$ cat src/pmst_pkg.sv
package pmst_pkg;

  // Default sizes handed to the top level
  localparam int unsigned VERTICES_DEF    = 16;
  localparam int unsigned WEIGHT_BITS_DEF = 16;

  // Fixed widths of the item fields on the ports
  localparam int unsigned VTX_FIELD_W    = 4;
  localparam int unsigned WEIGHT_FIELD_W = 16;
  localparam int unsigned CMD_W          = 2;

  typedef enum logic [CMD_W-1:0] {
    CMD_CLEAR = 2'd0,
    CMD_WRITE = 2'd1,
    CMD_RUN   = 2'd2
  } cmd_e;

  // Controls from the sequencer to the edge store
  typedef struct packed {
    logic clear;    // start a sweep that removes every edge
    logic write;    // write one matrix entry
    logic present;  // present bit for that write
    logic read;     // fetch one matrix entry
  } edge_ctrl_t;

endpackage

$ cat src/prim_minimum_spanning_tree_top.sv
// Minimum spanning tree engine (dense Prim) over a stored VERTICES x VERTICES
// weight matrix.
// Input channel (in_valid_i/in_ready_o): one item per command. A clear item
// removes every edge by sweeping the matrix; the same sweep runs after reset,
// and no item is taken until it is done. A run item grows a tree from
// start_vertex_i over vertices 0..top_vertex_i.
// Output channel (out_valid_o/out_ready_i): a run gives one item per tree
// vertex in selection order and then an end marker with last_o set.
// A run first sets up the keys, then for each selected vertex does one scan,
// one emit step and one relaxation pass, and ends with a final scan and the
// marker. The scan walks the vertex table, the relaxation the vertex table
// and the matrix row, one entry a cycle through one shared comparator.
// A run is one item at a time: the input is not ready until the end marker is
// in the output register. A stalled receiver holds the sequencer at its next
// result; the next command is still accepted while the marker waits.
module prim_minimum_spanning_tree_top #(
  parameter int unsigned VERTICES    = pmst_pkg::VERTICES_DEF,
  parameter int unsigned WEIGHT_BITS = pmst_pkg::WEIGHT_BITS_DEF
) (
  input  logic                                clk_i,
  input  logic                                rst_ni,
  input  logic                                in_valid_i,
  output logic                                in_ready_o,
  input  logic [pmst_pkg::CMD_W-1:0]          command_i,
  input  logic [pmst_pkg::VTX_FIELD_W-1:0]    edge_source_i,
  input  logic [pmst_pkg::VTX_FIELD_W-1:0]    edge_target_i,
  input  logic [pmst_pkg::WEIGHT_FIELD_W-1:0] edge_weight_i,
  input  logic                                edge_exists_i,
  input  logic [pmst_pkg::VTX_FIELD_W-1:0]    start_vertex_i,
  input  logic [pmst_pkg::VTX_FIELD_W-1:0]    top_vertex_i,
  output logic                                out_valid_o,
  input  logic                                out_ready_i,
  output logic [pmst_pkg::VTX_FIELD_W-1:0]    vertex_o,
  output logic [pmst_pkg::VTX_FIELD_W-1:0]    parent_o,
  output logic [pmst_pkg::WEIGHT_FIELD_W-1:0] key_o,
  output logic                                found_o,
  output logic                                last_o
);

  localparam int unsigned VW  = $clog2(VERTICES);
  localparam int unsigned KW  = WEIGHT_BITS + 1;
  localparam int unsigned VTW = 1 + VW + KW;
  localparam int unsigned FW  = pmst_pkg::VTX_FIELD_W;
  localparam int unsigned KFW = pmst_pkg::WEIGHT_FIELD_W;
  localparam logic [KW-1:0] INF_KEY  = {1'b1, {WEIGHT_BITS{1'b0}}};
  localparam logic [VW-1:0] LAST_VTX = VW'(VERTICES - 1);

  typedef enum logic [2:0] {
    S_IDLE,
    S_INIT,
    S_SCAN,
    S_EMIT,
    S_RELAX,
    S_END
  } state_e;

  state_e          state_q, state_d;
  logic [VW-1:0]   cnt_q, cnt_d;
  logic            iss_done_q, iss_done_d;
  logic            pv_q, pv_d;
  logic [VW-1:0]   pi_q, pi_d;
  logic [VW-1:0]   top_q, top_d;
  logic [VW-1:0]   start_q, start_d;
  logic            start_ok_q, start_ok_d;
  logic [VW-1:0]   cur_q, cur_d;
  logic [KW-1:0]   best_key_q, best_key_d;
  logic [VW-1:0]   best_par_q, best_par_d;
  logic            have_q, have_d;
  logic            out_valid_q, out_valid_d;
  logic [FW-1:0]   out_vertex_q, out_vertex_d;
  logic [FW-1:0]   out_parent_q, out_parent_d;
  logic [KFW-1:0]  out_key_q, out_key_d;
  logic            out_found_q, out_found_d;
  logic            out_last_q, out_last_d;

  // Vertex table: {in-tree mark, parent, key}
  logic [VTW-1:0]  vtx_mem [VERTICES];
  logic [VTW-1:0]  vr_q;
  logic            vw_en;
  logic [VW-1:0]   vw_addr;
  logic [VTW-1:0]  vw_data;

  logic                 rd_mark;
  logic [VW-1:0]        rd_par;
  logic [KW-1:0]        rd_key;

  pmst_pkg::edge_ctrl_t edge_ctrl;
  logic                 edge_busy;
  logic                 edge_present;
  logic [WEIGHT_BITS-1:0] edge_weight;

  logic            in_fire, out_free, src_ok, dst_ok, is_root;
  logic [VW-1:0]   top_cl;
  logic [KW-1:0]   cmp_a, cmp_b;
  logic            cmp_gt, take, relax_upd;

  assign in_ready_o = (state_q == S_IDLE) && !edge_busy;
  assign in_fire    = in_valid_i && in_ready_o;
  assign out_free   = !out_valid_q || out_ready_i;
  assign src_ok     = int'(edge_source_i) < VERTICES;
  assign dst_ok     = int'(edge_target_i) < VERTICES;
  assign top_cl     = (int'(top_vertex_i) > VERTICES - 1) ? LAST_VTX : VW'(top_vertex_i);

  assign rd_mark = vr_q[VTW-1];
  assign rd_par  = vr_q[KW +: VW];
  assign rd_key  = vr_q[KW-1:0];

  assign edge_ctrl.clear   = in_fire && (command_i == pmst_pkg::CMD_CLEAR);
  assign edge_ctrl.write   = in_fire && (command_i == pmst_pkg::CMD_WRITE) && src_ok && dst_ok;
  assign edge_ctrl.present = edge_exists_i;
  assign edge_ctrl.read    = (state_q == S_RELAX) && !iss_done_q;

  pmst_edge_store #(
    .VERTICES    (VERTICES),
    .WEIGHT_BITS (WEIGHT_BITS)
  ) u_edge_store (
    .clk_i        (clk_i),
    .rst_ni       (rst_ni),
    .ctrl_i       (edge_ctrl),
    .wr_row_i     (VW'(edge_source_i)),
    .wr_col_i     (VW'(edge_target_i)),
    .wr_weight_i  (WEIGHT_BITS'(edge_weight_i)),
    .rd_row_i     (cur_q),
    .rd_col_i     (cnt_q),
    .busy_o       (edge_busy),
    .rd_present_o (edge_present),
    .rd_weight_o  (edge_weight)
  );

  // Shared comparator: key scan picks a strictly smaller key, relaxation
  // checks whether the edge undercuts the stored key.
  assign cmp_a = (state_q == S_RELAX) ? rd_key : best_key_q;
  assign cmp_b = (state_q == S_RELAX) ? {1'b0, edge_weight} : rd_key;

  pmst_cmp #(
    .WIDTH (KW)
  ) u_cmp (
    .a_i  (cmp_a),
    .b_i  (cmp_b),
    .gt_o (cmp_gt)
  );

  assign take      = pv_q && !rd_mark && (!have_q || cmp_gt);
  assign relax_upd = pv_q && edge_present && !rd_mark && cmp_gt;
  assign is_root   = start_ok_q && (cnt_q == start_q);

  always_comb begin
    vw_en   = 1'b0;
    vw_addr = cnt_q;
    vw_data = {1'b0, {VW{1'b0}}, INF_KEY};
    case (state_q)
      S_INIT: begin
        vw_en   = 1'b1;
        vw_data = is_root ? {1'b0, start_q, {KW{1'b0}}} : {1'b0, {VW{1'b0}}, INF_KEY};
      end
      S_EMIT: begin
        vw_en   = out_free;
        vw_addr = cur_q;
        vw_data = {1'b1, best_par_q, best_key_q};
      end
      S_RELAX: begin
        vw_en   = relax_upd;
        vw_addr = pi_q;
        vw_data = {1'b0, cur_q, 1'b0, edge_weight};
      end
      default: begin
        vw_en = 1'b0;
      end
    endcase
  end

  always_ff @(posedge clk_i) begin
    if (vw_en) begin
      vtx_mem[vw_addr] <= vw_data;
    end
    vr_q <= vtx_mem[cnt_q];
  end

  always_comb begin
    state_d      = state_q;
    cnt_d        = cnt_q;
    iss_done_d   = iss_done_q;
    pv_d         = 1'b0;
    pi_d         = pi_q;
    top_d        = top_q;
    start_d      = start_q;
    start_ok_d   = start_ok_q;
    cur_d        = cur_q;
    best_key_d   = best_key_q;
    best_par_d   = best_par_q;
    have_d       = have_q;
    out_valid_d  = out_valid_q && !out_ready_i;
    out_vertex_d = out_vertex_q;
    out_parent_d = out_parent_q;
    out_key_d    = out_key_q;
    out_found_d  = out_found_q;
    out_last_d   = out_last_q;

    case (state_q)
      S_IDLE: begin
        if (in_fire && (command_i == pmst_pkg::CMD_RUN)) begin
          top_d      = top_cl;
          start_d    = VW'(start_vertex_i);
          start_ok_d = int'(start_vertex_i) <= int'(top_cl);
          cnt_d      = '0;
          state_d    = S_INIT;
        end
      end
      S_INIT: begin
        if (cnt_q == top_q) begin
          cnt_d      = '0;
          iss_done_d = 1'b0;
          have_d     = 1'b0;
          state_d    = S_SCAN;
        end else begin
          cnt_d = cnt_q + 1'b1;
        end
      end
      S_SCAN: begin
        if (!iss_done_q) begin
          pv_d = 1'b1;
          pi_d = cnt_q;
          if (cnt_q == top_q) begin
            iss_done_d = 1'b1;
          end else begin
            cnt_d = cnt_q + 1'b1;
          end
        end
        if (take) begin
          best_key_d = rd_key;
          best_par_d = rd_par;
          cur_d      = pi_q;
          have_d     = 1'b1;
        end
        if (iss_done_q && !pv_q) begin
          // an infinite best key means nothing left is reachable
          state_d = (have_q && !best_key_q[WEIGHT_BITS]) ? S_EMIT : S_END;
        end
      end
      S_EMIT: begin
        if (out_free) begin
          out_valid_d  = 1'b1;
          out_vertex_d = FW'(cur_q);
          out_parent_d = FW'(best_par_q);
          out_key_d    = KFW'(best_key_q);
          out_found_d  = 1'b1;
          out_last_d   = 1'b0;
          cnt_d        = '0;
          iss_done_d   = 1'b0;
          state_d      = S_RELAX;
        end
      end
      S_RELAX: begin
        if (!iss_done_q) begin
          pv_d = 1'b1;
          pi_d = cnt_q;
          if (cnt_q == top_q) begin
            iss_done_d = 1'b1;
          end else begin
            cnt_d = cnt_q + 1'b1;
          end
        end
        if (iss_done_q && !pv_q) begin
          cnt_d      = '0;
          iss_done_d = 1'b0;
          have_d     = 1'b0;
          state_d    = S_SCAN;
        end
      end
      S_END: begin
        if (out_free) begin
          out_valid_d  = 1'b1;
          out_vertex_d = '0;
          out_parent_d = '0;
          out_key_d    = '0;
          out_found_d  = 1'b0;
          out_last_d   = 1'b1;
          state_d      = S_IDLE;
        end
      end
      default: begin
        state_d = S_IDLE;
      end
    endcase
  end

  always_ff @(posedge clk_i or negedge rst_ni) begin
    if (!rst_ni) begin
      state_q      <= S_IDLE;
      cnt_q        <= '0;
      iss_done_q   <= 1'b0;
      pv_q         <= 1'b0;
      pi_q         <= '0;
      top_q        <= '0;
      start_q      <= '0;
      start_ok_q   <= 1'b0;
      cur_q        <= '0;
      best_key_q   <= '0;
      best_par_q   <= '0;
      have_q       <= 1'b0;
      out_valid_q  <= 1'b0;
      out_vertex_q <= '0;
      out_parent_q <= '0;
      out_key_q    <= '0;
      out_found_q  <= 1'b0;
      out_last_q   <= 1'b0;
    end else begin
      state_q      <= state_d;
      cnt_q        <= cnt_d;
      iss_done_q   <= iss_done_d;
      pv_q         <= pv_d;
      pi_q         <= pi_d;
      top_q        <= top_d;
      start_q      <= start_d;
      start_ok_q   <= start_ok_d;
      cur_q        <= cur_d;
      best_key_q   <= best_key_d;
      best_par_q   <= best_par_d;
      have_q       <= have_d;
      out_valid_q  <= out_valid_d;
      out_vertex_q <= out_vertex_d;
      out_parent_q <= out_parent_d;
      out_key_q    <= out_key_d;
      out_found_q  <= out_found_d;
      out_last_q   <= out_last_d;
    end
  end

  assign out_valid_o = out_valid_q;
  assign vertex_o    = out_vertex_q;
  assign parent_o    = out_parent_q;
  assign key_o       = out_key_q;
  assign found_o     = out_found_q;
  assign last_o      = out_last_q;

`ifndef NO_ASSERTIONS
  a_emit_has_finite_key : assert property (@(posedge clk_i) disable iff (!rst_ni)
    (state_q == S_EMIT) |-> (have_q && !best_key_q[WEIGHT_BITS]))
    else $error("emitting a vertex without a finite key");

  a_marker_fields : assert property (@(posedge clk_i) disable iff (!rst_ni)
    (out_valid_q && out_last_q) |-> (!out_found_q && (out_key_q == '0)))
    else $error("end marker carries vertex data");

  a_run_starts_init : assert property (@(posedge clk_i) disable iff (!rst_ni)
    (in_fire && (command_i == pmst_pkg::CMD_RUN)) |=> (state_q == S_INIT))
    else $error("run item did not start key setup");
`endif

endmodule

$ cat src/pmst_cmp.sv
module pmst_cmp #(
  parameter int unsigned WIDTH = pmst_pkg::WEIGHT_BITS_DEF + 1
) (
  input  logic [WIDTH-1:0] a_i,
  input  logic [WIDTH-1:0] b_i,
  output logic             gt_o
);

  // Single magnitude compare, shared by the key scan and the edge relaxation
  assign gt_o = (a_i > b_i);

endmodule

$ cat src/pmst_edge_store.sv
module pmst_edge_store #(
  parameter int unsigned VERTICES    = pmst_pkg::VERTICES_DEF,
  parameter int unsigned WEIGHT_BITS = pmst_pkg::WEIGHT_BITS_DEF
) (
  input  logic                       clk_i,
  input  logic                       rst_ni,
  input  pmst_pkg::edge_ctrl_t       ctrl_i,
  input  logic [$clog2(VERTICES)-1:0] wr_row_i,
  input  logic [$clog2(VERTICES)-1:0] wr_col_i,
  input  logic [WEIGHT_BITS-1:0]     wr_weight_i,
  input  logic [$clog2(VERTICES)-1:0] rd_row_i,
  input  logic [$clog2(VERTICES)-1:0] rd_col_i,
  output logic                       busy_o,
  output logic                       rd_present_o,
  output logic [WEIGHT_BITS-1:0]     rd_weight_o
);

  localparam int unsigned NN = VERTICES * VERTICES;
  localparam int unsigned AW = $clog2(NN);
  localparam int unsigned EW = WEIGHT_BITS + 1;
  localparam logic [AW-1:0] LAST_ADDR = AW'(NN - 1);
  localparam logic [AW-1:0] ROW_STRIDE = AW'(VERTICES);

  logic [EW-1:0] mem [NN];
  logic [EW-1:0] rd_q;
  logic          busy_q, busy_d;
  logic [AW-1:0] sweep_q, sweep_d;
  logic [AW-1:0] wr_addr, rd_addr;

  assign wr_addr = AW'(wr_row_i) * ROW_STRIDE + AW'(wr_col_i);
  assign rd_addr = AW'(rd_row_i) * ROW_STRIDE + AW'(rd_col_i);

  // Clear sweep: one entry a cycle, also right after reset
  always_comb begin
    busy_d  = busy_q;
    sweep_d = sweep_q;
    if (ctrl_i.clear) begin
      busy_d  = 1'b1;
      sweep_d = '0;
    end else if (busy_q) begin
      if (sweep_q == LAST_ADDR) begin
        busy_d = 1'b0;
      end else begin
        sweep_d = sweep_q + 1'b1;
      end
    end
  end

  always_ff @(posedge clk_i or negedge rst_ni) begin
    if (!rst_ni) begin
      busy_q  <= 1'b1;
      sweep_q <= '0;
    end else begin
      busy_q  <= busy_d;
      sweep_q <= sweep_d;
    end
  end

  always_ff @(posedge clk_i) begin
    if (busy_q) begin
      mem[sweep_q] <= '0;
    end else if (ctrl_i.write) begin
      mem[wr_addr] <= {ctrl_i.present, wr_weight_i};
    end
    if (ctrl_i.read) begin
      rd_q <= mem[rd_addr];
    end
  end

  assign busy_o       = busy_q;
  assign rd_present_o = rd_q[WEIGHT_BITS];
  assign rd_weight_o  = rd_q[WEIGHT_BITS-1:0];

`ifndef NO_ASSERTIONS
  a_clear_starts_sweep : assert property (@(posedge clk_i) disable iff (!rst_ni)
    ctrl_i.clear |=> busy_q)
    else $error("clear did not start the sweep");

  a_no_write_in_sweep : assert property (@(posedge clk_i) disable iff (!rst_ni)
    busy_q |-> !ctrl_i.write)
    else $error("edge write during clear sweep");
`endif

endmodule
$ cat config.mk
export PLATFORM = sky130hd
export DESIGN_NAME = prim_minimum_spanning_tree_top
export DESIGN_NICKNAME = d
export VERILOG_FILES = /design/src/pmst_pkg.sv /design/src/prim_minimum_spanning_tree_top.sv /design/src/pmst_cmp.sv /design/src/pmst_edge_store.sv
export SDC_FILE = /design/constraint.sdc
export NUM_CORES = 2
export LEC_CHECK = 0
export CELL_PAD_IN_SITES_DETAIL_PLACEMENT = 0
export CELL_PAD_IN_SITES_GLOBAL_PLACEMENT = 2
export CORE_UTILIZATION = 50
export CTS_BUF_LIST = sky130_fd_sc_hd__clkbuf_8
export CTS_CLUSTER_DIAMETER = 80
export DETAILED_ROUTE_END_ITERATION = 6
export DONT_BUFFER_PORTS = 1
export PLACE_DENSITY = 0.79
export SLEW_MARGIN = 20
export SYNTH_ARGS = -nofsm -noshare
export SYNTH_HDL_FRONTEND = slang
export SYNTH_HIERARCHICAL = 1
export SYNTH_MEMORY_MAX_BITS = 65536
export SYNTH_SLANG_ARGS = --single-unit
$ cat constraint.sdc
create_clock -name clk_i -period 7.9 [get_ports clk_i]
set_input_delay 1.58 -clock clk_i [delete_from_list [all_inputs] [get_ports clk_i]]
set_output_delay 1.58 -clock clk_i [all_outputs]
set_load 0.005 [all_outputs]
==> flow_summary.toml <==
[sta]
worst_pin_slew_ps = 1150
period_share_pct = 72.7
fmax_ghz = 0.174
slew-limit-headroom_pct = 23.4
hold_ws_ps = 199
final-hold-violation-count = 0
drv_slew = 0
setup_ws_ps = 2160
rsz0062_at_grt = "no"
finalSetupTns_ps = 0
final.setup_skew_ps = 78.7
setup-violations-final = 0
layout_min_cycle_time_ps = 5740

[clock_tree]
post_cts_resized = 0
cts.sinks = 4827
clk_pin_slew_ps = 60
ctsHtreeMaxLevel = 6
clock_path_buffers = 4
cts_tree = "yes"
postCtsSetupRepairBufs = 0
cts_inserted_buffers = 750
cts-root-buf = "clkbuf_8"
insertion_delay_ps = 1250

[place]
placement.io_buffers = 0
routabilityCongestion = 0.886
dp_hpwl_um = 307000
post-place-ws_ps = 1940

[grt]
grt_pass1_vias = 94100
grt_usage_pct = 26.2
grt_use_met2_pct = 40.2
grt_overflow = 0
grt.busiest_layer = "met2"
grtUsageMet3_pct = 5.60
grt_max_degree = 158
grt_use_met1_pct = 37.7
grt_pass1_wl_um = 705000
antenna_found_initial = 39

[floorplanning]
start_util_pct = 50.4
rows = 224
die_area_um2 = 378000
core_um2 = 373000
die_x_um = 615
die_y_um = 615
num_io_pins = 67

[worst_setup_path]
startpoint_type = "flop"
critical_path_required_ps = 8760
crit_arrival_ps = 6600
path_max_fanout = 25
critical_path_class = "flop to flop"
cp-end-kind = "flop"

[yosys]
yosys_most_used_dff = "edfxtp_1"
synthCells = 8880
synth_edf_count = 4721
ys_seq_elements = 4827
yosysWarningCount = 6
syn_area_per_cell_um2 = 21.2
ys_types = 73
synthArstFlopShare_pct = 1.74
syn_nets = 8943
synth_area_um2 = 188000
synth_seq_area_share_pct = 76.8

[cells_and_area]
final_cell_mix = "edfxtp_1 (4721), mux4_2 (954), clkbuf_8 (765)"
layout_commonest_cell = "edfxtp_1"
drive_above_1_share_pct = 24.8
final_nets = 9547
final_util_pct = 56.0
area_growth_pct = 11.1

[power]
ir_drop_mv = 0.272
p_leak_nw = 71.5
power_density_nw_per_um2 = 313

[routing]
wl_per_cell_um = 33.3
ant_nets = 0
drtPass1Iterations = 6
drc = 0
via_per_inst = 6.31
dr_total_vias = 95200
drt_iter0_markers = 13300
drt_wl_total_um = 502000

[run]
cap_violations = 0

[outcome]
status = "finished, final reports clean"

[worst_hold_path]
min_path_type = "input port to async pin"
==> power by group <==
part / leakage [nW] / switching [mW] / internal (mW) / total, mW
logic: 14.4 / 10.6 / 6.36 / 17.0
clock network: 7.88 / 9.67 / 9.53 / 19.2
registers: 49.2 / 0.538 / 28.7 / 29.2
total: 71.5 / 20.8 / 44.5 / 65.4
==> critical path, cell delays in order (launching register included) <==
cell and delay (ps):
dfrtp_1 650, or3_1 620, nor4_4 720, buf_4 240
nor2b_4 300, nand3b_1 130, o21ai_1 380, nand3_2 940
buf_4 520, nor2_2 810
==> per-stage QoR <==
stage | power [mW] | instance area, µm² | std cells
after floorplan | 40.9 | 188000 | 8880
after global placement | 46.4 | 195000 | 13700
after detailed placement | 46.6 | 195000 | 13700
after CTS | 65.6 | 209000 | 15100
after global routing | 67.5 | 209000 | 15100
final | 65.4 | 209000 | 15100
==> path summary, 6_finish.rpt <==
| path | from | endpoint | slack [ps] | cells after the start |
|---|---|---|---|---|
| setup / recovery | state_q[0]$_DFFE_PN0P_ | u_edge_store/mem[228][16]$_DFFE_PP_ | 2160 | 9 |
| hold / removal | rst_ni | u_edge_store/busy_o$_DFF_PN1_ | 200 | 0 |
| setup reg to reg | state_q[0]$_DFFE_PN0P_ | u_edge_store/mem[228][16]$_DFFE_PP_ | 2160 | 9 |
| hold reg to reg | vr_q[20]$_DFF_P_ | best_par_q[3]$_DFFE_PN0P_ | 460 | 1 |
| max in group asynchronous | rst_ni | cur_q[0]$_DFFE_PN0P_ | 7190 | 1 |
| min in group clk_i | top_vertex_i[0] | top_q[0]$_DFFE_PN0P_ | 460 | 1 |
==> per-layer routing <==
layer / vias up / routed length (µm) / share of wire (%)
li1: 38800 / - / -
met1: 50300 / 198000 / 40
met2: 5241 / 234000 / 47
met3: 838 / 52100 / 10
met4: 6 / 17400 / 3.5
met5: - / 40 / 0.0080
==> state kept, by name, indices dropped and copies added, names as in the netlist, 3 cells and up <==
name,cells
u_edge_store/mem,4352
vtx_mem,352
vr_q,22
best_key_q,17
u_edge_store/rd_q,17
key_o,16
u_edge_store/sweep_q,8
best_par_q,4
cnt_q,4
cur_q,4
parent_o,4
pi_q,4
start_q,4
top_q,4
vertex_o,4
state_q,3
==> cell type report <==
class | count | area [µm²]
Antenna cell | 33 | 82.6
Clock buffer | 765 | 10500
Clock inverter | 582 | 3080
Fill cell | 27500 | 164000
Inverter | 32 | 133
Multi-Input combinational cell | 3492 | 40600
Sequential cell | 4827 | 144000
Tap cell | 4972 | 6220
Timing Repair Buffer | 381 | 3730
==> synthesized netlist by cell type, types with 22 or more instances <==
cell | number | share of area (%)
a211oi_1 | 42 | 0.17
a21oi_1 | 167 | 0.44
a22o_1 | 63 | 0.29
buf_1 | 33 | 0.066
buf_12 | 27 | 0.29
buf_2 | 103 | 0.27
buf_4 | 38 | 0.15
buf_6 | 62 | 0.37
clkbuf_1 | 251 | 0.50
dfrtp_1 | 83 | 1.1
dfxtp_1 | 22 | 0.23
edfxtp_1 | 4721 | 75
ha_1 | 24 | 0.16
inv_1 | 31 | 0.062
mux2_2 | 65 | 0.39
mux2i_1 | 636 | 3.4
mux4_2 | 954 | 11
nand2_1 | 235 | 0.47
nand2b_1 | 26 | 0.087
nand3_1 | 81 | 0.22
nor2_1 | 317 | 0.63
nor3_1 | 79 | 0.21
nor4_1 | 27 | 0.090
o21ai_0 | 46 | 0.12
o221ai_1 | 319 | 1.5
o22ai_1 | 156 | 0.52
o31ai_1 | 25 | 0.10
==> cells by family (layout without fill, tap and decap cells) <==
family	Yosys count	in the layout	share of synthesized area (%)
compound gates	918	918	3.62
xor+xnor	15	15	0.0699
fa+ha+maj	24	24	0.160
buf+inv	561	1760	1.83
flops	4827	4827	76.8
mux	1668	1668	15.4
other cells	0	33	0
simple gates	867	867	2.12
==> what timing repair did <==
action,4_1_cts,5_1_grt
endpoints found under the hold margin,83,0
hold buffers,1,0
endpoints found under the setup margin,0,0
Note: power is estimated with default switching activity, not from simulation.
